--- config.mk ---
export PLATFORM = sky130hd
export DESIGN_NAME = csd_clip
export DESIGN_NICKNAME = d
export VERILOG_FILES = /design/src/design/csd_pkg.sv /design/src/design/csd_clip.sv
export SDC_FILE = /design/constraint.sdc
export NUM_CORES = 1
export LEC_CHECK = 0
export ABC_AREA = 0
export BUFFER_PORTS_ARGS = -buffer_cell sky130_fd_sc_hd__buf_2
export CELL_PAD_IN_SITES_DETAIL_PLACEMENT = 1
export CELL_PAD_IN_SITES_GLOBAL_PLACEMENT = 2
export CORE_ASPECT_RATIO = 0.9
export CORE_UTILIZATION = 37
export DETAILED_ROUTE_END_ITERATION = 8
export GPL_TIMING_DRIVEN = 0
export PLACE_DENSITY_LB_ADDON = 0.1
export SYNTH_ARGS = -nofsm -noshare
export SYNTH_HDL_FRONTEND = slang
export SYNTH_SLANG_ARGS = --single-unit
export TNS_END_PERCENT = 50
--- constraint.sdc ---
create_clock -name clock -period 4.8 [get_ports clock]
set_input_delay 0 -clock clock [delete_from_list [all_inputs] [get_ports clock]]
set_output_delay 0 -clock clock [all_outputs]
set_load 0.05 [all_outputs]
--- src/design/csd_pkg.sv ---
`default_nettype none
package csd_pkg;

   localparam int COORD_BITS = 14;
   localparam int FRAC_BITS  = 16;
   localparam int CEN_BITS   = 12;
   localparam int RAD_BITS   = 11;
   localparam int RSQ_BITS   = 2 * RAD_BITS;

   // derived datapath widths
   localparam int DW    = COORD_BITS + 1;                          // end - start
   localparam int FW    = ((COORD_BITS > 13) ? COORD_BITS : 13) + 1; // start - center
   localparam int SQW   = 2 * FW;
   localparam int PW    = FW + DW;
   localparam int BW    = PW + 2;
   localparam int AW    = 2 * DW;
   localparam int CW    = SQW + 2;
   localparam int ACW   = AW + 1 + CW;
   localparam int DISCW = ((2 * BW > ACW + 2) ? 2 * BW : ACW + 2) + 1;
   localparam int RW    = DISCW / 2;
   localparam int NW    = ((BW > RW + 1) ? BW : RW + 1) + 2;
   localparam int DENW  = AW + 1;
   localparam int QW    = FRAC_BITS + 1;
   localparam int MW    = DW + QW + 1;

   localparam int CSR_AW = 4;
   localparam int CSR_DW = 32;
   localparam logic [1:0] REG_CENTER_X    = 2'd0;
   localparam logic [1:0] REG_CENTER_Y    = 2'd1;
   localparam logic [1:0] REG_RING_RADIUS = 2'd2;

   localparam logic [CEN_BITS-1:0] CENTER_X_RESET    = CEN_BITS'(160);
   localparam logic [CEN_BITS-1:0] CENTER_Y_RESET    = CEN_BITS'(160);
   localparam logic [RAD_BITS-1:0] RING_RADIUS_RESET = RAD_BITS'(120);

   typedef logic signed [COORD_BITS-1:0] coord_type;

   typedef struct packed {
      logic [CEN_BITS-1:0] cx;
      logic [CEN_BITS-1:0] cy;
      logic [RAD_BITS-1:0] r;
   } cfg_type;

   typedef struct packed {
      coord_type             x0;
      coord_type             y0;
      logic signed [DW-1:0]  dx;
      logic signed [DW-1:0]  dy;
   } seg_type;

   typedef struct packed {
      seg_type               seg;
      logic                  p0_in;
      logic                  p1_in;
      logic                  a_zero;
      logic                  disc_neg;
      logic signed [BW-1:0]  b;
      logic [AW-1:0]         a;
   } sqrt_side_type;

   typedef struct packed {
      sqrt_side_type         side;
      logic [DISCW-1:0]      disc;
   } front_type;

   typedef struct packed {
      sqrt_side_type         side;
      logic [RW-1:0]         s;
   } root_type;

   typedef struct packed {
      seg_type               seg;
      logic                  vis;
      logic [DENW-1:0]       num_a;
      logic [DENW-1:0]       num_b;
      logic [DENW-1:0]       den;
   } span_type;

   typedef struct packed {
      seg_type               seg;
      logic                  vis;
      logic [QW-1:0]         ta;
      logic [QW-1:0]         tb;
   } tpar_type;

endpackage
`default_nettype wire

--- src/design/csd_clip.sv ---
`default_nettype none
module csd_clip import csd_pkg::*; (
   input  wire logic clock,
   input  wire logic reset,
   input  wire logic en,
   input  wire logic in_valid,
   input  root_type  in_data,
   output logic      out_valid,
   output span_type  out_data
);

   logic                 v1_ff, v2_ff;
   seg_type              seg_ff;
   logic                 bad_ff, bad_in;
   logic signed [NW-1:0] na_ff, nb_ff, na_in, nb_in;
   logic [DENW-1:0]      den_ff, den_in;
   span_type             res_ff, res_in;

   // stage 1: raw root numerators over den = 2a
   always_comb begin
      logic signed [NW-1:0] bn, sx;
      logic                 p0, p1;
      p0     = in_data.side.p0_in;
      p1     = in_data.side.p1_in;
      bn     = -NW'(in_data.side.b);
      sx     = NW'($signed({1'b0, in_data.s}));
      // both-inside with a point segment still needs a nonzero divisor
      den_in = in_data.side.a_zero ? DENW'(2) : {in_data.side.a, 1'b0};
      na_in  = p0 ? '0 : bn - sx;
      nb_in  = p1 ? NW'($signed({1'b0, den_in})) : bn + sx;
      bad_in = !(p0 && p1) && (in_data.side.a_zero || in_data.side.disc_neg);
   end

   // stage 2: range tests and clamping
   always_comb begin
      logic signed [NW-1:0] dens, nac, nbc;
      dens = NW'($signed({1'b0, den_ff}));
      nac  = (na_ff < 0) ? '0 : na_ff;
      nbc  = (nb_ff > dens) ? dens : nb_ff;
      res_in.seg   = seg_ff;
      res_in.vis   = !(bad_ff || (nb_ff < 0) || (na_ff > dens) || (nac > nbc));
      res_in.num_a = DENW'(nac);
      res_in.num_b = DENW'(nbc);
      res_in.den   = den_ff;
   end

   always_ff @(posedge clock) begin
      if (reset) begin
         v1_ff <= 1'b0;
         v2_ff <= 1'b0;
      end else if (en) begin
         v1_ff <= in_valid;
         v2_ff <= v1_ff;
      end
   end

   always_ff @(posedge clock) begin
      if (en) begin
         seg_ff <= in_data.side.seg;
         bad_ff <= bad_in;
         na_ff  <= na_in;
         nb_ff  <= nb_in;
         den_ff <= den_in;
         res_ff <= res_in;
      end
   end

   assign out_valid = v2_ff;
   assign out_data  = res_ff;

endmodule
`default_nettype wire

# [Word level (Yosys, flattened, before mapping)]
# Cells that the tools add are included.
[word_totals] word_cells=39 reg_bits=316 out_inout_bits=153 input_bits=161
[op_classes] mux=4 reduce_logical=8 magnitude_cmp=5 addsub=3
[op_table] operator="36-bit by 32-bit greater-than comparator with 1-bit output" count=2
[op_table] operator="36-bit by 1-bit less-than comparator with 1-bit output, second input constant" count=2
[op_table] operator="36-bit two-way mux" count=2
[op_table] operator="31-bit two-way mux" count=2
[op_table] operator="36-bit by 34-bit adder with 36-bit output" count=1
[op_table] operator="36-bit greater-than comparator" count=1
[op_table] operator="32-bit negation with 36-bit output" count=1
[op_table] operator="36-bit by 33-bit subtractor with 36-bit output" count=1
[op_table] operator="1-bit logical OR" count=4
[op_table] operator="1-bit logical AND" count=2
[op_table] operator="1-bit zero test" count=2

# [Logic depth before layout (Yosys ltp)]
[depth] word_depth=5 mapped_depth=21 mapped_depth_nobuf=19

# [Worst setup path before layout]
# OpenSTA, ideal clock, no wires.
[synth_timing] kind="input to register" startpoint="in in_data[72] (netlist bit)" endpoint="reg na_ff[24], data pin" arrival_time_ps=3746 path_buffers=1 setup_slack_ps=782 setup_ps=272 stages=15 required_ps=4528 cell_sequence="or4_4 -> or4_4 -> nor3_2 -> nand2_1 -> xor2_1 -> ha_1 -> clkbuf_1 -> nand2_1 -> o21bai_1 -> a21o_1 -> a211o_1 -> o21bai_1 -> a22o_1 -> mux2_1 -> or4_1"
[synth_via] elab_chain_cells=2
[synth_rtl] element="from (decl)" line_no="csd_clip.sv:7" source="input root_type in_data,"
[synth_rtl] element="32-bit negation with 36-bit output" line_no="csd_clip.sv:25" source="bn = -NW'(in_data.side.b);"
[synth_rtl] element="36-bit by 33-bit subtractor with 36-bit output" line_no="csd_clip.sv:29" source="na_in = p0 ? '0 : bn - sx;"
[synth_rtl] element="to (signal assigned)" line_no="csd_clip.sv:61" source="na_ff <= na_in;"
[synth_rtl] element="to (decl)" line_no="csd_clip.sv:15" source="logic signed [NW-1:0] na_ff, nb_ff, na_in, nb_in;"
# Every way passes these cells.
# A chain may end at the register's enable or synchronous reset.

==> flow_summary.ini <==
[outcome]
status = complete, but fails checks
violations = hold timing

[sta]
rsz0062_at_grt = no
final.setup.worst_slack_ps = 158.5
worst_pin_slew_ps = 798.5
setup_viol = 0
finClkSkew_ps = 18.30
hold_viol = 20
fin_crit_sh_pct = 96.70
maxSlewViolCount = 0
max_freq_mhz = 215.4
holdWs_ps = -20.87
max_slew_margin_pct = 46.77
period_needed_ps = 4642

[setup_path]
cp_top_family = compound AO/OA/AOI/OAI gates
cp-start-kind = flop
r2r-end = out_data[93]
max_stage_delay_ps = 420
critPathLaunch = den_ff[18]
path_depth = 20
cp_common_cell = a21o_1
crit_chain = inv_1 -> ha_1 -> nand4_1 -> nor4_2 -> nand4_1 -> o22a_1 -> a31o_1 -> buf_2 -> buf_2 -> o21a_1 -> ha_1 -> a21o_1 -> a21o_1 -> a21o_1 -> a21o_1 -> a21o_1 -> a31oi_1 -> o2111ai_1 -> a21oi_1 -> o22a_1
worst_path_max_delay_cell = edfxtp_1
end_kind = flop
endpoint = out_data[93]
r2r_slack_ps = 160
crit-reg2reg-launch = den_ff[18]
critPathBufInv = 3
r2r_cells = 20
crit_type = reg2reg
worstPathMaxFanout = 10
worst-endpoint-required_ps = 5220
cp_data_arrival_time_ps = 5060

[placed_design]
dp_hpwl_um = 42140
portBuffers = 311
preCtsSetupSlack_ps = -604.6
place_congestion = 0.8351

[finish]
antenna_cells = 0
drive_gt1_share_pct = 20.97
area.growth.synth_to_final_pct = 26.14
post-route-util_pct = 47.60
nNetsFinal = 2265
multi_input_area_um2 = 7177
ff_latch_area_um2 = 9409
fillers = 5031

[global_route]
grt_antenna_before_repair = 2
grt_max_degree = 127
grt_overflow = 0
grt_pass1_vias = 13410
grt_pass1_wl_um = 78900
groute.usage.overall_pct = 21.80

[clock_tree]
cts_max_level = 1
cts_buffers = 31
cts_tree = yes
path_clk_slew_ps = 60
clk_path_buf_depth = 3
cts-root-buf = clkbuf_16
clk_latency_ps = 570
cts_sinks = 314

[logic_synthesis]
synth.distinct_cells = 83
ys.flop_type = edfxtp_1
syn_area_per_cell_um2 = 11.51
yosysTopAreaCell = edfxtp_1
synth_edf_count = 312
syn_area_um2 = 17260
synthArstFlopShare_pct = 0
synth.net_count = 1824
synthMuxAreaShare_pct = 0.5438
postSynthCellCount = 1500
synth_compound_area_share_pct = 11.90
synth.top_cells.by_area = edfxtp_1 54%, ha_1 12%, inv_1 3.1%
synth_top_area_share_pct = 54.29
ys_seq_area_share_pct = 54.52
synth-xor-area-share_pct = 3.756
ys_ff_latch = 314
synth_top_family_by_area = simple AND/OR/NAND/NOR gates
synthAdderAreaFrac_pct = 11.96
synthSimpleGateAreaFrac_pct = 13.18
ys_warn_count = 0

[flow_run]
max-cap-violations = 0

[floorplan]
die-area_um2 = 47510
die_height_um = 206.9
ios = 314
std_cell_rows = 74
die_w_um = 229.7
core_area_um2 = 45740
initial_core_util_pct = 37.73

[detailed_routing]
wl_per_cell_um = 20.50
firstDrtPassIters = 5
ant_nets = 0
avgViaCountPerCell = 4.992
drc = 0
wirelength_um = 52750
vias = 12850
drt_iter0_markers = 616

[power_and_ir_drop]
leakage_uw = 0.009263
ir_drop_mv = 0.2104
power_density_nw_per_um2 = 367.4

[worst_hold_path]
worstHoldPathType = in2reg
## worst min path at each step
stage / startpoint / end / slack (ps) / cells past startpoint
after floorplan: reset / out_valid / 70 / 1
after global routing: en / na_ff[1] / 20 / 1
after CTS: en / den_ff[4] / 0.2 / 1
final: en / na_ff[1] / -20 / 1
after detailed placement: in_data[114] / res_in[109] / 180 / 1
after global placement: reset / out_valid / 180 / 2
## cell usage in the layout (no fill, tap or decap), drive strengths merged, types with 36 or more instances in the layout
master       count
a21o            40
nand2           90
clkbuf          67
buf            326
edfxtp         312
o21ai           53
ha             161
inv            145
a21oi           97
xnor2           59
dlygate4sd3     94
nor3            36
o21a            38
nor2b           74
nor2           112
## synthesized netlist by cell type (8+ instances only)
cell,n
ha_1,161
a21oi_1,96
o21a_1,38
a31oi_1,10
a21o_1,40
buf_1,8
nand3_1,27
xnor2_1,59
xor2_1,15
clkbuf_1,32
edfxtp_1,312
o21bai_1,14
o21ai_0,49
nor2b_1,73
inv_1,141
nand4_1,21
nor2_1,111
o31ai_1,9
nor3_1,32
nand2b_1,12
nand2_1,90
nor4_1,12
or3_1,14
## logic make-up (layout without fill, tap and decap cells)
family	count (synthesis)	in the layout
AO/OA/AOI/OAI	313	313
XOR/XNOR	74	74
adder cells (fa/ha/maj)	164	164
buffers and inverters	187	652
flip-flops	314	314
multiplexers	9	9
other	1	1
AND/OR/NAND/NOR	438	438
## through the flow
stage               hold WS (ps)  power [uW]  instances  setup TNS (ps)  cell area, um^2
floorplan                  72.38        4651       1500               0            17260
global route               17.30        8312       2573               0            21770
finish                    -20.87        7998       2573               0            21770
detailed placement         179.0        5308       2421          -889.6            19640
CTS                       0.2295        8042       2572               0            21750
global placement           175.4        5268       2419         -174470            19580
## registers in the layout (all words and copies together) (netlist names)
signal and cells:
na_ff 36, out_data 151, nb_ff 36, v1_ff 1, bad_ff 1, out_valid 1
den_ff 30, res_in 58
## metal layers
metal	part of all wire, %	track usage, %
met4	1.8	5.024
met2	47	37.45
met5	0	0
met3	4.0	2.321
met1	47	29.65
## cell type report
type,instances,share of cell area (%)
Sequential cell,314,43.22
Buffer,45,0.8736
Clock inverter,23,1.575
Multi-Input combinational cell,999,32.97
Inverter,142,2.448
Tap cell,608,3.494
Clock buffer,34,3.615
Timing Repair Buffer,408,11.81
## power breakdown
part | total (uW) | leakage, uW | internal, uW | switching [uW]
clock network | 2660 | 0.000541 | 1620 | 1040
logic | 1880 | 0.00564 | 637 | 1240
registers | 3460 | 0.00308 | 3320 | 135
total | 8000 | 0.00926 | 5580 | 2420
## what timing repair did
| item | 4_1_cts | 5_1_grt |
|---|---|---|
| endpoints found under the setup margin | 1 | 1 |
| pin swaps | 0 | 1 |
| resized for setup | 12 | 3 |
| hold endpoints to repair | 118 | 0 |
| hold buffers | 94 | 0 |
| buffers inserted | 0 | 1 |
No activity file was read; power rests on OpenSTA's default activity.
