<file path="src/design/csd_pkg.sv">
`default_nettype none
package csd_pkg;

   localparam int COORD_BITS = 14;
   localparam int FRAC_BITS  = 16;
   localparam int CEN_BITS   = 12;
   localparam int RAD_BITS   = 11;
   localparam int RSQ_BITS   = 2 * RAD_BITS;

   // derived datapath widths
   localparam int DW    = COORD_BITS + 1;                          // end - start
   localparam int FW    = ((COORD_BITS > 13) ? COORD_BITS : 13) + 1; // start - center
   localparam int SQW   = 2 * FW;
   localparam int PW    = FW + DW;
   localparam int BW    = PW + 2;
   localparam int AW    = 2 * DW;
   localparam int CW    = SQW + 2;
   localparam int ACW   = AW + 1 + CW;
   localparam int DISCW = ((2 * BW > ACW + 2) ? 2 * BW : ACW + 2) + 1;
   localparam int RW    = DISCW / 2;
   localparam int NW    = ((BW > RW + 1) ? BW : RW + 1) + 2;
   localparam int DENW  = AW + 1;
   localparam int QW    = FRAC_BITS + 1;
   localparam int MW    = DW + QW + 1;

   localparam int CSR_AW = 4;
   localparam int CSR_DW = 32;
   localparam logic [1:0] REG_CENTER_X    = 2'd0;
   localparam logic [1:0] REG_CENTER_Y    = 2'd1;
   localparam logic [1:0] REG_RING_RADIUS = 2'd2;

   localparam logic [CEN_BITS-1:0] CENTER_X_RESET    = CEN_BITS'(160);
   localparam logic [CEN_BITS-1:0] CENTER_Y_RESET    = CEN_BITS'(160);
   localparam logic [RAD_BITS-1:0] RING_RADIUS_RESET = RAD_BITS'(120);

   typedef logic signed [COORD_BITS-1:0] coord_type;

   typedef struct packed {
      logic [CEN_BITS-1:0] cx;
      logic [CEN_BITS-1:0] cy;
      logic [RAD_BITS-1:0] r;
   } cfg_type;

   typedef struct packed {
      coord_type             x0;
      coord_type             y0;
      logic signed [DW-1:0]  dx;
      logic signed [DW-1:0]  dy;
   } seg_type;

   typedef struct packed {
      seg_type               seg;
      logic                  p0_in;
      logic                  p1_in;
      logic                  a_zero;
      logic                  disc_neg;
      logic signed [BW-1:0]  b;
      logic [AW-1:0]         a;
   } sqrt_side_type;

   typedef struct packed {
      sqrt_side_type         side;
      logic [DISCW-1:0]      disc;
   } front_type;

   typedef struct packed {
      sqrt_side_type         side;
      logic [RW-1:0]         s;
   } root_type;

   typedef struct packed {
      seg_type               seg;
      logic                  vis;
      logic [DENW-1:0]       num_a;
      logic [DENW-1:0]       num_b;
      logic [DENW-1:0]       den;
   } span_type;

   typedef struct packed {
      seg_type               seg;
      logic                  vis;
      logic [QW-1:0]         ta;
      logic [QW-1:0]         tb;
   } tpar_type;

endpackage
`default_nettype wire

</file>
<file path="src/design/csd_csr.sv">
`default_nettype none
module csd_csr import csd_pkg::*; (
   input  wire logic              clock,
   input  wire logic              reset,
   input  wire logic              psel,
   input  wire logic              penable,
   input  wire logic              pwrite,
   input  wire logic [CSR_AW-1:0] paddr,
   input  wire logic [CSR_DW-1:0] pwdata,
   output logic      [CSR_DW-1:0] prdata,
   output logic                   pready,
   output cfg_type                cfg
);

   logic [CEN_BITS-1:0] cx_ff, cx_in, cy_ff, cy_in;
   logic [RAD_BITS-1:0] r_ff, r_in;
   logic                wr;

   assign wr     = psel & penable & pwrite;
   assign pready = 1'b1;

   always_comb begin
      cx_in = cx_ff;
      cy_in = cy_ff;
      r_in  = r_ff;
      if (wr) begin
         unique case (paddr[CSR_AW-1:2])
            REG_CENTER_X:    cx_in = pwdata[CEN_BITS-1:0];
            REG_CENTER_Y:    cy_in = pwdata[CEN_BITS-1:0];
            REG_RING_RADIUS: r_in  = pwdata[RAD_BITS-1:0];
            default: ;
         endcase
      end
   end

   always_ff @(posedge clock) begin
      if (reset) begin
         cx_ff <= CENTER_X_RESET;
         cy_ff <= CENTER_Y_RESET;
         r_ff  <= RING_RADIUS_RESET;
      end else begin
         cx_ff <= cx_in;
         cy_ff <= cy_in;
         r_ff  <= r_in;
      end
   end

   always_comb begin
      unique case (paddr[CSR_AW-1:2])
         REG_CENTER_X:    prdata = CSR_DW'(cx_ff);
         REG_CENTER_Y:    prdata = CSR_DW'(cy_ff);
         REG_RING_RADIUS: prdata = CSR_DW'(r_ff);
         default:         prdata = '0;
      endcase
   end

   assign cfg.cx = cx_ff;
   assign cfg.cy = cy_ff;
   assign cfg.r  = r_ff;

endmodule
`default_nettype wire

</file>
<file path="config.mk">
export PLATFORM = sky130hd
export DESIGN_NAME = csd_csr
export DESIGN_NICKNAME = d
export VERILOG_FILES = /design/src/design/csd_pkg.sv /design/src/design/csd_csr.sv
export SDC_FILE = /design/constraint.sdc
export NUM_CORES = 1
export LEC_CHECK = 0
export BUFFER_PORTS_ARGS = -buffer_cell sky130_fd_sc_hd__buf_2
export CORE_MARGIN = 2
export CORE_UTILIZATION = 39
export CTS_CLUSTER_DIAMETER = 50
export CTS_CLUSTER_SIZE = 14
export DETAILED_ROUTE_END_ITERATION = 6
export PLACE_DENSITY = 0.76
export SLEW_MARGIN = 20
export SYNTH_ARGS = -nofsm -noshare
export SYNTH_HDL_FRONTEND = slang
export SYNTH_SLANG_ARGS = --single-unit
</file>
<file path="constraint.sdc">
create_clock -name clock -period 1.05 [get_ports clock]
set_input_delay 0.1575 -clock clock [delete_from_list [all_inputs] [get_ports clock]]
set_output_delay 0.1575 -clock clock [all_outputs]
set_load 0.05 [all_outputs]
</file>
== After elaboration in Yosys (flattened, before gate mapping) ==
Cells that the tools add are included.
Storage, ports and cells
  bits in registers: 35
Cells by class
  equality and inequality tests: 2
  muxes and demuxes: 1
  bitwise gates (word level): 2
  reduce and logical (&&, ||, !) cells: 4
Operators by type and width (number)
  one-hot mux 12 bit (3 select lines): 1
  AND reduction 2 bit: 3
  AND 1 bit: 2
  equality test 2 x 1 -> 1 bit (second input constant): 1
  equality test 2 bit (second input constant): 1
  zero test 2 bit: 1

== Logic depth before layout (Yosys ltp) ==
Gate-level depths: netlist (run 1).
  depth after elaboration: 3
  mapped depth: 5
  gate-level depth less buffers: 3

== Worst setup path after synthesis (run 1) ==
OpenSTA, ideal clock, no wires.
  path kind: flip-flop to output port
  from: register cy_ff[0]
  to: output port prdata[0]
  data arrival time: 1.871 ns
  required time: 0.892 ns
  slack: -0.979 ns
  cell stages (with the launch flop): 3
  path buffers: 0
  cell sequence: dfxtp_1 mux2i_1 o21ai_0
On the way
  word-level cells in the longest chain between the ends: 1
Ends and longest elaborated chain
  start, declared: RTL line csd_csr.sv:15  | logic [CEN_BITS-1:0] cx_ff, cx_in, cy_ff, cy_in;
  start signal, assigned: RTL line csd_csr.sv:43  | cy_ff <= cy_in;
  one-hot mux 12 bit (3 select lines): RTL line csd_csr.sv:49  | unique case (paddr[CSR_AW-1:2])
  end, declared: RTL line csd_csr.sv:10  | output logic [CSR_DW-1:0] prdata,
No other way between the ends.

== Worst setup path in the final report (run 1) ==
  from: register cy_ff[9]
  to: output port prdata[9]
The elaborated chain is that of the path after synthesis.

==> impl_metrics.toml, run 1 <==
[outcome]
run_status = "finished, violations left"
violations = "setup timing"

[critical_path]
cp_max_fo = 3
worst_setup_path_start_kind = "register"
worst_ep_required_time_ps = 890
critPathArrivalTime_ps = 1040
crit_type = "register to primary output"
critPathCaptureType = "primary output"

[final_layout]
fin_util_pct = 67.2
layout_commonest_cell = "sky130_fd_sc_hd__buf_4"
number_of_diodes_added_for_antenna_fixing = 0
design.final.nets = 337
areaGrowthSynthToFinish_pct = 68.2
final_cell_mix = "50 x sky130_fd_sc_hd__buf_4, 38 x sky130_fd_sc_hd__nand2b_1, 35 x sky130_fd_sc_hd__mux2i_1"
final_layout_size_suffix_gt1_share_pct = 58.2

[global_routing]
track_usage_pct = 17.7
grt_pass1_wl_mm = 7.14
total_congestion_overflow_after_global_routing = 0
grt_start_max_net_pins = 52
first_global_vias = 1544
initial_antenna_violation_count = 0

[synthesis]
synth_xor_xnor_area_share_pct = 0
post_synth_and_or_nand_nor_area_fraction_pct = 21.7
synth_warnings = 0
synth-compound-area-share_pct = 2.98
synth_area_per_cell_um2 = 9.29
synth_fa_ha_area_share_pct = 0
yosysUniqueCellTypes = 18
yosys.area.top_type = "sky130_fd_sc_hd__dfxtp_1"
area_share_of_the_leading_cell_type_in_the_synthesized_netlist_pct = 37.9
synth_cells = 199
most_area_consuming_cells_after_synthesis = "sky130_fd_sc_hd__dfxtp_1 38%, sky130_fd_sc_hd__mux2i_1 25%, sky130_fd_sc_hd__nand2b_1 13%"
synthMuxAreaShare_pct = 25.5
yosys_reg_bits = 35
synthesis.area_um2 = 1850
yosysSeqAreaShare_pct = 37.9
main_combinational_cell_family_by_area_after_synthesis = "multiplexers"

[timing]
slew_worst_pin_ps = 669
timing.final.hold_violations = 0
setup_viol_count_final = 18
final.setup.tns_ps = -1660
maxSlewViolCount = 0
rel_slew_slack_pct = 55.4
finalClockSkew_ps = 0
final_critical_path_setup_slack_ps = -147
fin_crit_sh_pct = 114
worst_hold_check_slack_ps = 157
rsz0062_at_grt = "true"
fmaxAchievable_mhz = 835
finalWorstPathRequiredPeriod_ps = 1200

[floorplanning]
die-height_um = 72.8
die-width_um = 72.8
placement_rows = 25
core_area_um2 = 4630
start_util_pct = 39.9
fp.dieArea_um2 = 5300
design.portCount = 109

[routing]
drt_iter0_markers = 31
route.layer.met1.wl_mm = 1.98
ant_nets = 0
top_signal_layer_used = "met4"
dr_total_vias = 1631
number_of_iterations_in_the_first_detailed_routing_pass = 4
met2RoutedLength_mm = 2.29
route.final.wire_length_mm = 4.57
drt_drc_violations_left = 0
met3RoutedLength_um = 249
routed_via_density = 4.65
drt-wirelength-per-cell_um = 13.0

[placement]
gp_routability_congestion = 0.747
number_of_port_buffers = 65
hpwlAfterDp_mm = 3.30

[flow_run]
max_cap_viol_count = 0

[power]
power.ir.vdd_worst_mv = 0.694
total_leakage_power_nw = 1.37
p_per_area_nw_per_um2 = 959

[cts]
cts-buffers-inserted = 5
cts_tree = "built"
clock-root-buffer = "sky130_fd_sc_hd__clkbuf_8"
clock_sink_count = 35
cts_clk_pin_slew_worst_paths_ps = 70
htreeDepth = 2
clock_path_buffers = 2
postCtsHoldBufs = 0
clkLatencyLatePin_ps = 280

[worst_hold_path]
hold_path.class = "input pin to register"
## where the power goes
part | leakage (nW) | switching [mW] | internal [mW]
registers | 0.300 | 0.0189 | 1.29
logic | 1.03 | 0.460 | 0.231
clock network | 0.0459 | 0.453 | 0.525
total | 1.37 | 0.933 | 2.05
## worst max-delay path, stage by stage, from the launching register on
cell,delay (ps)
sky130_fd_sc_hd__dfxtp_4,360
sky130_fd_sc_hd__mux2i_4,180
sky130_fd_sc_hd__o21ai_4,60
sky130_fd_sc_hd__buf_6,150
## per-layer routing
layer,global-route usage (%),vias up
met1,22.4,755
met5,0,-
li1,-,811
met3,5.66,6
met4,5.76,0
met2,28.6,59
## per-stage QoR
step	std cells	area, um^2	setup WS [ps]	power (mW)
floorplan	218	2200	-54.0	1.87
global placement	331	2560	-190	1.94
detailed placement	331	2560	-214	1.95
CTS	344	3010	-136	3.00
global route	351	3110	-188	3.11
finish	351	3110	-147	2.98
## registers in the layout, indices dropped and copies added (netlist names)
register,cells
r_ff,11
cx_ff,12
cy_ff,12
## cells in the mapped netlist, drive strengths merged
master and number:
or3 1, mux2i 47, nand3 1, and2b 1
o21ai 11, buf 27, nand2b 38, nor3 1
conb 2, nor3b 2, nand2 11, nand4 1
clkbuf 6, nor2 14, dfxtp 35, or3b 1
## kinds of logic (layout without fill, tap and decap cells)
group / after synthesis / count (layout)
DFF: 35 / 35
other: 2 / 21
buffers and inverters: 33 / 112
muxes: 47 / 47
AOI/OAI and AO/OA: 11 / 11
and+or+nand+nor: 71 / 71
## area by class of cell
class | count | area, um^2
fill | 361 | 1520
multi-input combinational | 150 | 1290
timing repair buffer | 104 | 855
sequential | 35 | 805
clock buffer | 7 | 86.3
tap | 54 | 67.6
clock inverter | 1 | 3.75
## worst paths after layout
path | from | to | slack (ps) | cells past startpoint
setup / recovery | cy_ff[9] | prdata[9] | -150 | 3
setup reg to reg | cy_ff[9] | cy_ff[9] | 210 | 4
hold / removal | pwdata[3] | r_ff[3] | 160 | 3
hold reg to reg | r_ff[8] | r_ff[8] | 480 | 2
## timing repair
item | 4_1_cts | 5_1_grt
buffers inserted | 5 | 7
resized for setup | 82 | 21
pin swaps | 12 | 0
endpoints found under the setup margin | 35 | 31
Note: power is estimated with default switching activity, not from simulation.
==> inputs of run 2 (changes only) <==
--- a/config.mk
+++ b/config.mk
@@ -5,13 +5,14 @@
 export SDC_FILE = /design/constraint.sdc
 export NUM_CORES = 1
 export LEC_CHECK = 0
+export ABC_CLOCK_PERIOD_IN_PS = 1150
 export BUFFER_PORTS_ARGS = -buffer_cell sky130_fd_sc_hd__buf_2
 export CORE_MARGIN = 2
-export CORE_UTILIZATION = 39
+export CORE_UTILIZATION = 43
 export CTS_CLUSTER_DIAMETER = 50
 export CTS_CLUSTER_SIZE = 14
 export DETAILED_ROUTE_END_ITERATION = 6
-export PLACE_DENSITY = 0.76
+export PLACE_DENSITY = 0.79
 export SLEW_MARGIN = 20
 export SYNTH_ARGS = -nofsm -noshare
 export SYNTH_HDL_FRONTEND = slang
==> constraint.sdc (replaced) <==
create_clock -name clock -period 1.15 [get_ports clock]
set_input_delay 0.1725 -clock clock [delete_from_list [all_inputs] [get_ports clock]]
set_output_delay 0.1725 -clock clock [all_outputs]
set_load 0.05 [all_outputs]
==> run 2 against run 1 <==
Net effect:
- the flow still finishes with violations (setup timing)
- final area shrank 5.2%
- global-route usage grew 3.0 points
- sequential share of layout area grew 1.2 points
- count of clock-buffer cells in the layout is the same
- critical endpoint is now prdata[4]
- setup slack gained 65 ps
==> impl_metrics.toml, run 2 (synthesis results as in run 1) <==
[critical_path]
worst_setup_path_start_kind = "register"
crit_type = "register to primary output"
worstPathBufferInverterCount = 1
cpPeakStageDelay_ps = 370
worst_ep_required_time_ps = 980
critical-path-slowest-cell = "sky130_fd_sc_hd__dfxtp_4"
cp_max_fo = 3
critPathCaptureType = "primary output"
worst_path_dominant_cell_family = "flip-flops"
critPathArrivalTime_ps = 1060
cp_cell_sequence = "mux2i_4 > o21ai_4 > buf_6"

[global_routing]
met1_usage_pct = 22.7
total_congestion_overflow_after_global_routing = 0
grt_pass1_wl_mm = 7.76
first_global_vias = 1594
initial_antenna_violation_count = 0
use_met2_pct = 37.5
track_usage_pct = 20.7
met3_resource_use_gr_pct = 5.81
busiest_grt_layer = "met2"
grt_start_max_net_pins = 29

[cts]
htreeDepth = 2
cts_clk_pin_slew_worst_paths_ps = 70
cts-buffers-inserted = 5
clock_sink_count = 35
clkLatencyLatePin_ps = 290
clock_path_buffers = 2
postCtsHoldBufs = 0
cts_tree = "built"
clock-root-buffer = "sky130_fd_sc_hd__clkbuf_8"

[flow_run]
max_cap_viol_count = 0

[outcome]
violations = "setup timing"
run_status = "finished, violations left"

[final_layout]
number_of_diodes_added_for_antenna_fixing = 0
layout_commonest_cell = "sky130_fd_sc_hd__buf_2"
final_cell_mix = "47 x sky130_fd_sc_hd__buf_2, 38 x sky130_fd_sc_hd__nand2b_1, 35 x sky130_fd_sc_hd__mux2i_1"
biggestRegsByFlops = "cx_ff: 12 flops, cy_ff: 12 flops, r_ff: 11 flops"
areaGrowthSynthToFinish_pct = 59.6
final_cells = 338
fin_area_um2 = 2950
final_layout_size_suffix_gt1_share_pct = 58.7
design.final.nets = 328

[timing]
finalWorstPathRequiredPeriod_ps = 1230
setup_viol_count_final = 11
rsz0062_at_grt = "true"
final_critical_path_setup_slack_ps = -81.6
finalClockSkew_ps = 0
timing.final.hold_violations = 0
maxSlewViolCount = 0
fin_crit_sh_pct = 107
fmaxAchievable_mhz = 812
worst_hold_check_slack_ps = 158

[placement]
hpwlAfterDp_mm = 3.35
post_dp_cell_area_um2 = 2530
gp_routability_congestion = 0.759
number_of_port_buffers = 65
post_place_cells = 322
pre_cts_slack_ps = -163

[floorplanning]
placement_rows = 23
fp.dieArea_um2 = 4840
start_util_pct = 45.5
die-width_um = 69.6
core_area_um2 = 4060
die-height_um = 69.6
design.portCount = 109

[routing]
route.final.wire_length_mm = 4.85
dr_total_vias = 1615
ant_nets = 0
drt_drc_violations_left = 0
drt-wirelength-per-cell_um = 14.4
drt_iter0_markers = 34
routed_via_density = 4.78
number_of_iterations_in_the_first_detailed_routing_pass = 4

[power]
power.ir.vdd_worst_mv = 0.657
total_power_after_layout_mw = 2.69
total_leakage_power_nw = 1.32
p_per_area_nw_per_um2 = 913

[worst_hold_path]
hold_path.class = "input pin to register"
## run 2: worst reg2reg max path, stage by stage (launching register included)
cell                       delay [ps]
sky130_fd_sc_hd__dfxtp_4          360
sky130_fd_sc_hd__buf_4            110
sky130_fd_sc_hd__nand2b_1          50
sky130_fd_sc_hd__mux2i_1          140
## run 2: layout make-up
class	count	area [um^2]
fillers	293	1110
well taps	50	62.6
flip-flops and latches	35	800
clock buffers	7	76.3
multi-input cells	150	1310
clock inverters	1	5.00
repair buffers	95	701
## run 2: through the flow
| step | util, % | setup TNS, ps |
|---|---|---|
| after floorplan | - | 0 |
| after CTS | 71.2 | -713 |
| after global placement | 62.4 | -2730 |
| final | 72.7 | -624 |
| after global routing | 72.7 | -1030 |
| after detailed placement | 62.4 | -3450 |
## run 2: repair_timing
item | in CTS | in global routing
hold endpoints to repair | 0 | 0
setup endpoints to repair | 12 | 14
pin swaps | 11 | 3
gates resized for setup | 52 | 15
buffers inserted | 6 | 2
## run 2: report_power, final
part | internal (mW) | switching (mW)
combinational | 0.211 | 0.427
clock | 0.425 | 0.426
sequential | 1.18 | 0.0175
## run 2: final timing paths
check	from	slack, ps	endpoint	cells after the start
max reg2reg	cy_ff[8]	410	cy_ff[8]	3
max	cy_ff[4]	-80	prdata[4]	3
min	pwdata[11]	160	cy_ff[11]	3
min reg2reg	r_ff[0]	480	r_ff[0]	2
## run 2: layer usage
| metal | vias to the layer above | routed length, um |
|---|---|---|
| li1 | 792 | - |
| met1 | 766 | 1910 |
| met2 | 51 | 2580 |
| met3 | 6 | 282 |
| met4 | 0 | 74 |
| met5 | - | 0 |
==> inputs of run 3 (changes only) <==
--- a/config.mk
+++ b/config.mk
@@ -5,6 +5,7 @@
 export SDC_FILE = /design/constraint.sdc
 export NUM_CORES = 1
 export LEC_CHECK = 0
+export ABC_AREA = 1
 export ABC_CLOCK_PERIOD_IN_PS = 1150
 export BUFFER_PORTS_ARGS = -buffer_cell sky130_fd_sc_hd__buf_2
 export CORE_MARGIN = 2
@@ -12,7 +13,7 @@
 export CTS_CLUSTER_DIAMETER = 50
 export CTS_CLUSTER_SIZE = 14
 export DETAILED_ROUTE_END_ITERATION = 6
-export PLACE_DENSITY = 0.79
+export PLACE_DENSITY = 0.8
 export SLEW_MARGIN = 20
 export SYNTH_ARGS = -nofsm -noshare
 export SYNTH_HDL_FRONTEND = slang
==> run 3 against run 2 <==
Net effect:
- the flow still finishes with violations (setup timing)
- wire length shrank 1.3%
- power grew 11%
- non-clock buffer count shrank 10
- critical endpoint is now prdata[11]
- clock skew is the same
- critical path type unchanged
==> impl_metrics.toml, run 3 <==
[global_routing]
grt_start_max_net_pins = 36
total_congestion_overflow_after_global_routing = 0
track_usage_pct = 20.0
initial_antenna_violation_count = 0
grt_pass1_wl_mm = 6.94
first_global_vias = 1591

[power]
total_leakage_power_nw = 1.39
clock_power_share_pct = 32.8
switching_power_uw = 969
power_frac_comb_pct = 24.8
internal-power_mw = 2.01
total_power_after_layout_mw = 2.98
power.ir.vdd_worst_mv = 0.647
power.sequential.fraction_pct = 42.4
switching_share_pct = 32.5
p_per_area_nw_per_um2 = 1120

[synthesis]
yosys_reg_bits = 35
synth_commonest_cells = "83 x sky130_fd_sc_hd__nand2_1, 56 x sky130_fd_sc_hd__nor2_1, 47 x sky130_fd_sc_hd__nand3_1"
yosysUniqueCellTypes = 15
yosysSeqAreaShare_pct = 38.6
synth_async_sr_flop_share_pct = 0
synth_cells = 279
most_area_consuming_cells_after_synthesis = "sky130_fd_sc_hd__dfxtp_1 39%, sky130_fd_sc_hd__nand2_1 17%, sky130_fd_sc_hd__nand3_1 13%"
area_share_of_the_leading_cell_type_in_the_synthesized_netlist_pct = 38.6
synthesis.area_um2 = 1820
synth_flop_cell = "sky130_fd_sc_hd__dfxtp_1"
synth_area_per_cell_um2 = 6.51
synth_edf_count = 0
yosys.area.top_type = "sky130_fd_sc_hd__dfxtp_1"
yosys.cell_count.top_type = "sky130_fd_sc_hd__nand2_1"
synth_warnings = 0

[placement]
post_place_cells = 394
hpwlAfterDp_mm = 3.18
gp_routability_congestion = 0.793
number_of_port_buffers = 65

[final_layout]
areaGrowthSynthToFinish_pct = 46.0
final_layout_size_suffix_gt1_share_pct = 44.4
final_cells = 406
number_of_diodes_added_for_antenna_fixing = 0
layout_commonest_cell = "sky130_fd_sc_hd__nand2_1"
biggestRegsByFlops = "cx_ff: 12 flops, cy_ff: 12 flops, r_ff: 11 flops"
design.final.nets = 396
filler_cell_count = 355
final_cell_mix = "72 x sky130_fd_sc_hd__nand2_1, 55 x sky130_fd_sc_hd__nor2_1, 51 x sky130_fd_sc_hd__buf_2"

[floorplanning]
fp.dieArea_um2 = 4760
start_util_pct = 45.1
core_area_um2 = 4030
placement_rows = 23
design.portCount = 109
die-height_um = 69.0
die-width_um = 69.0

[critical_path]
regToRegSetupSlack_ps = 560
critPathArrivalTime_ps = 1010
crit_type = "register to primary output"
worst_r2r_startpoint = "cx_ff[10]"
critical_path.startpoint = "cx_ff[11]"
worst_setup_path_start_kind = "register"
critPathCaptureType = "primary output"
cp_max_fo = 3
worst_ep_required_time_ps = 980

[timing]
final_critical_path_setup_slack_ps = -32.8
rsz0062_at_grt = "true"
timing.final.hold_violations = 0
setup_viol_count_final = 1
rel_slew_slack_pct = 64.5
finalClockSkew_ps = 0
finalWorstPathRequiredPeriod_ps = 1180
slew_worst_pin_ps = 533
fmaxAchievable_mhz = 845
maxSlewViolCount = 0
fin_crit_sh_pct = 103
worst_hold_check_slack_ps = 109

[routing]
drt-wirelength-per-cell_um = 11.8
ant_nets = 0
number_of_iterations_in_the_first_detailed_routing_pass = 4
drt_iter0_markers = 131
route.final.wire_length_mm = 4.79
drt_drc_violations_left = 0
dr_total_vias = 1901
routed_via_density = 4.68

[cts]
postCtsHoldBufs = 0
cts_tree = "built"
clock_path_buffers = 2
cts_clk_pin_slew_worst_paths_ps = 70
cts-buffers-inserted = 5
htreeDepth = 2
clock_sink_count = 35
clkLatencyLatePin_ps = 290
clock-root-buffer = "sky130_fd_sc_hd__clkbuf_8"

[outcome]
run_status = "finished, violations left"
violations = "setup timing"

[worst_hold_path]
holdCritStartpoint = "pwdata[6]"
hold_path.class = "input pin to register"

[flow_run]
max_cap_viol_count = 0
-- run 3: cell count changes in the layout (fill, tap and decap cells not counted), sizes merged, moves of 14 or more --
cell / delta
nand2: +72
mux2i: -47
nor2: +47
nand3: +46
nand2b: -38
inv: +14
-- run 3: final cells by class --
type / count / area, um^2 / area share (%)
Clock buffer: 8 / 100 / 3.78
Inverter: 15 / 58.8 / 2.22
Multi-Input combinational cell: 213 / 985 / 37.1
Sequential cell: 35 / 744 / 28.1
Tap cell: 50 / 62.6 / 2.36
Timing Repair Buffer: 85 / 701 / 26.4
-- run 3: logic make-up after synthesis --
family	share of synthesized area [%]
AND/OR/NAND/NOR	44.0
AO/OA/AOI/OAI	0.483
flip-flops	38.6
other	0.414
buffers and inverters	16.5
-- run 3: routing by layer --
layer  up-vias  wire length (um)  global-route usage [%]
li1        975                 -                       -
met1       851              2010                    23.0
met2        69              2430                    34.9
met3         6               295                    5.03
met4         0                57                    8.58
met5         -                 0                       0
-- run 3: worst paths after layout --
kind / to / depth (start not counted)
worst max-delay path: prdata[11] / 2
worst min-delay path: r_ff[6] / 3
worst max register to register: cx_ff[10] / 2
worst min register to register: r_ff[4] / 2
-- run 3: power groups by stage --
stage	sequential, mW	combinational, mW	clock, mW
detailed placement	1.29	0.646	0
global placement	1.29	0.640	0
finish	1.26	0.740	0.977
global route	1.27	0.789	1.04
floorplan	1.38	0.448	0
CTS	1.26	0.677	0.992
-- run 3: per-stage QoR --
step / utilization, % / setup slack (ps) / instance area [um^2] / setup TNS, ps
2_1_floorplan: - / 140 / 1990 / 0
3_3_place_gp: 57.2 / -73.0 / 2300 / -1070
3_5_place_dp: 57.2 / -95.8 / 2300 / -1340
4_1_cts: 61.9 / -40.3 / 2490 / -40.3
5_1_grt: 65.8 / -50.2 / 2650 / -107
6_report: 65.8 / -32.8 / 2650 / -32.8
-- run 3: timing repair --
item	4_1_cts	5_1_grt
cloned	0	2
hold endpoints to repair	0	0
setup endpoints to repair	12	12
buffers inserted	0	2
resized for setup	27	31
pin swaps	1	11
-- run 3: worst max-delay path, stage by stage, from the launching register on --
cell and delay, ps:
sky130_fd_sc_hd__dfxtp_2 330, sky130_fd_sc_hd__a22o_4 240, sky130_fd_sc_hd__buf_8 140
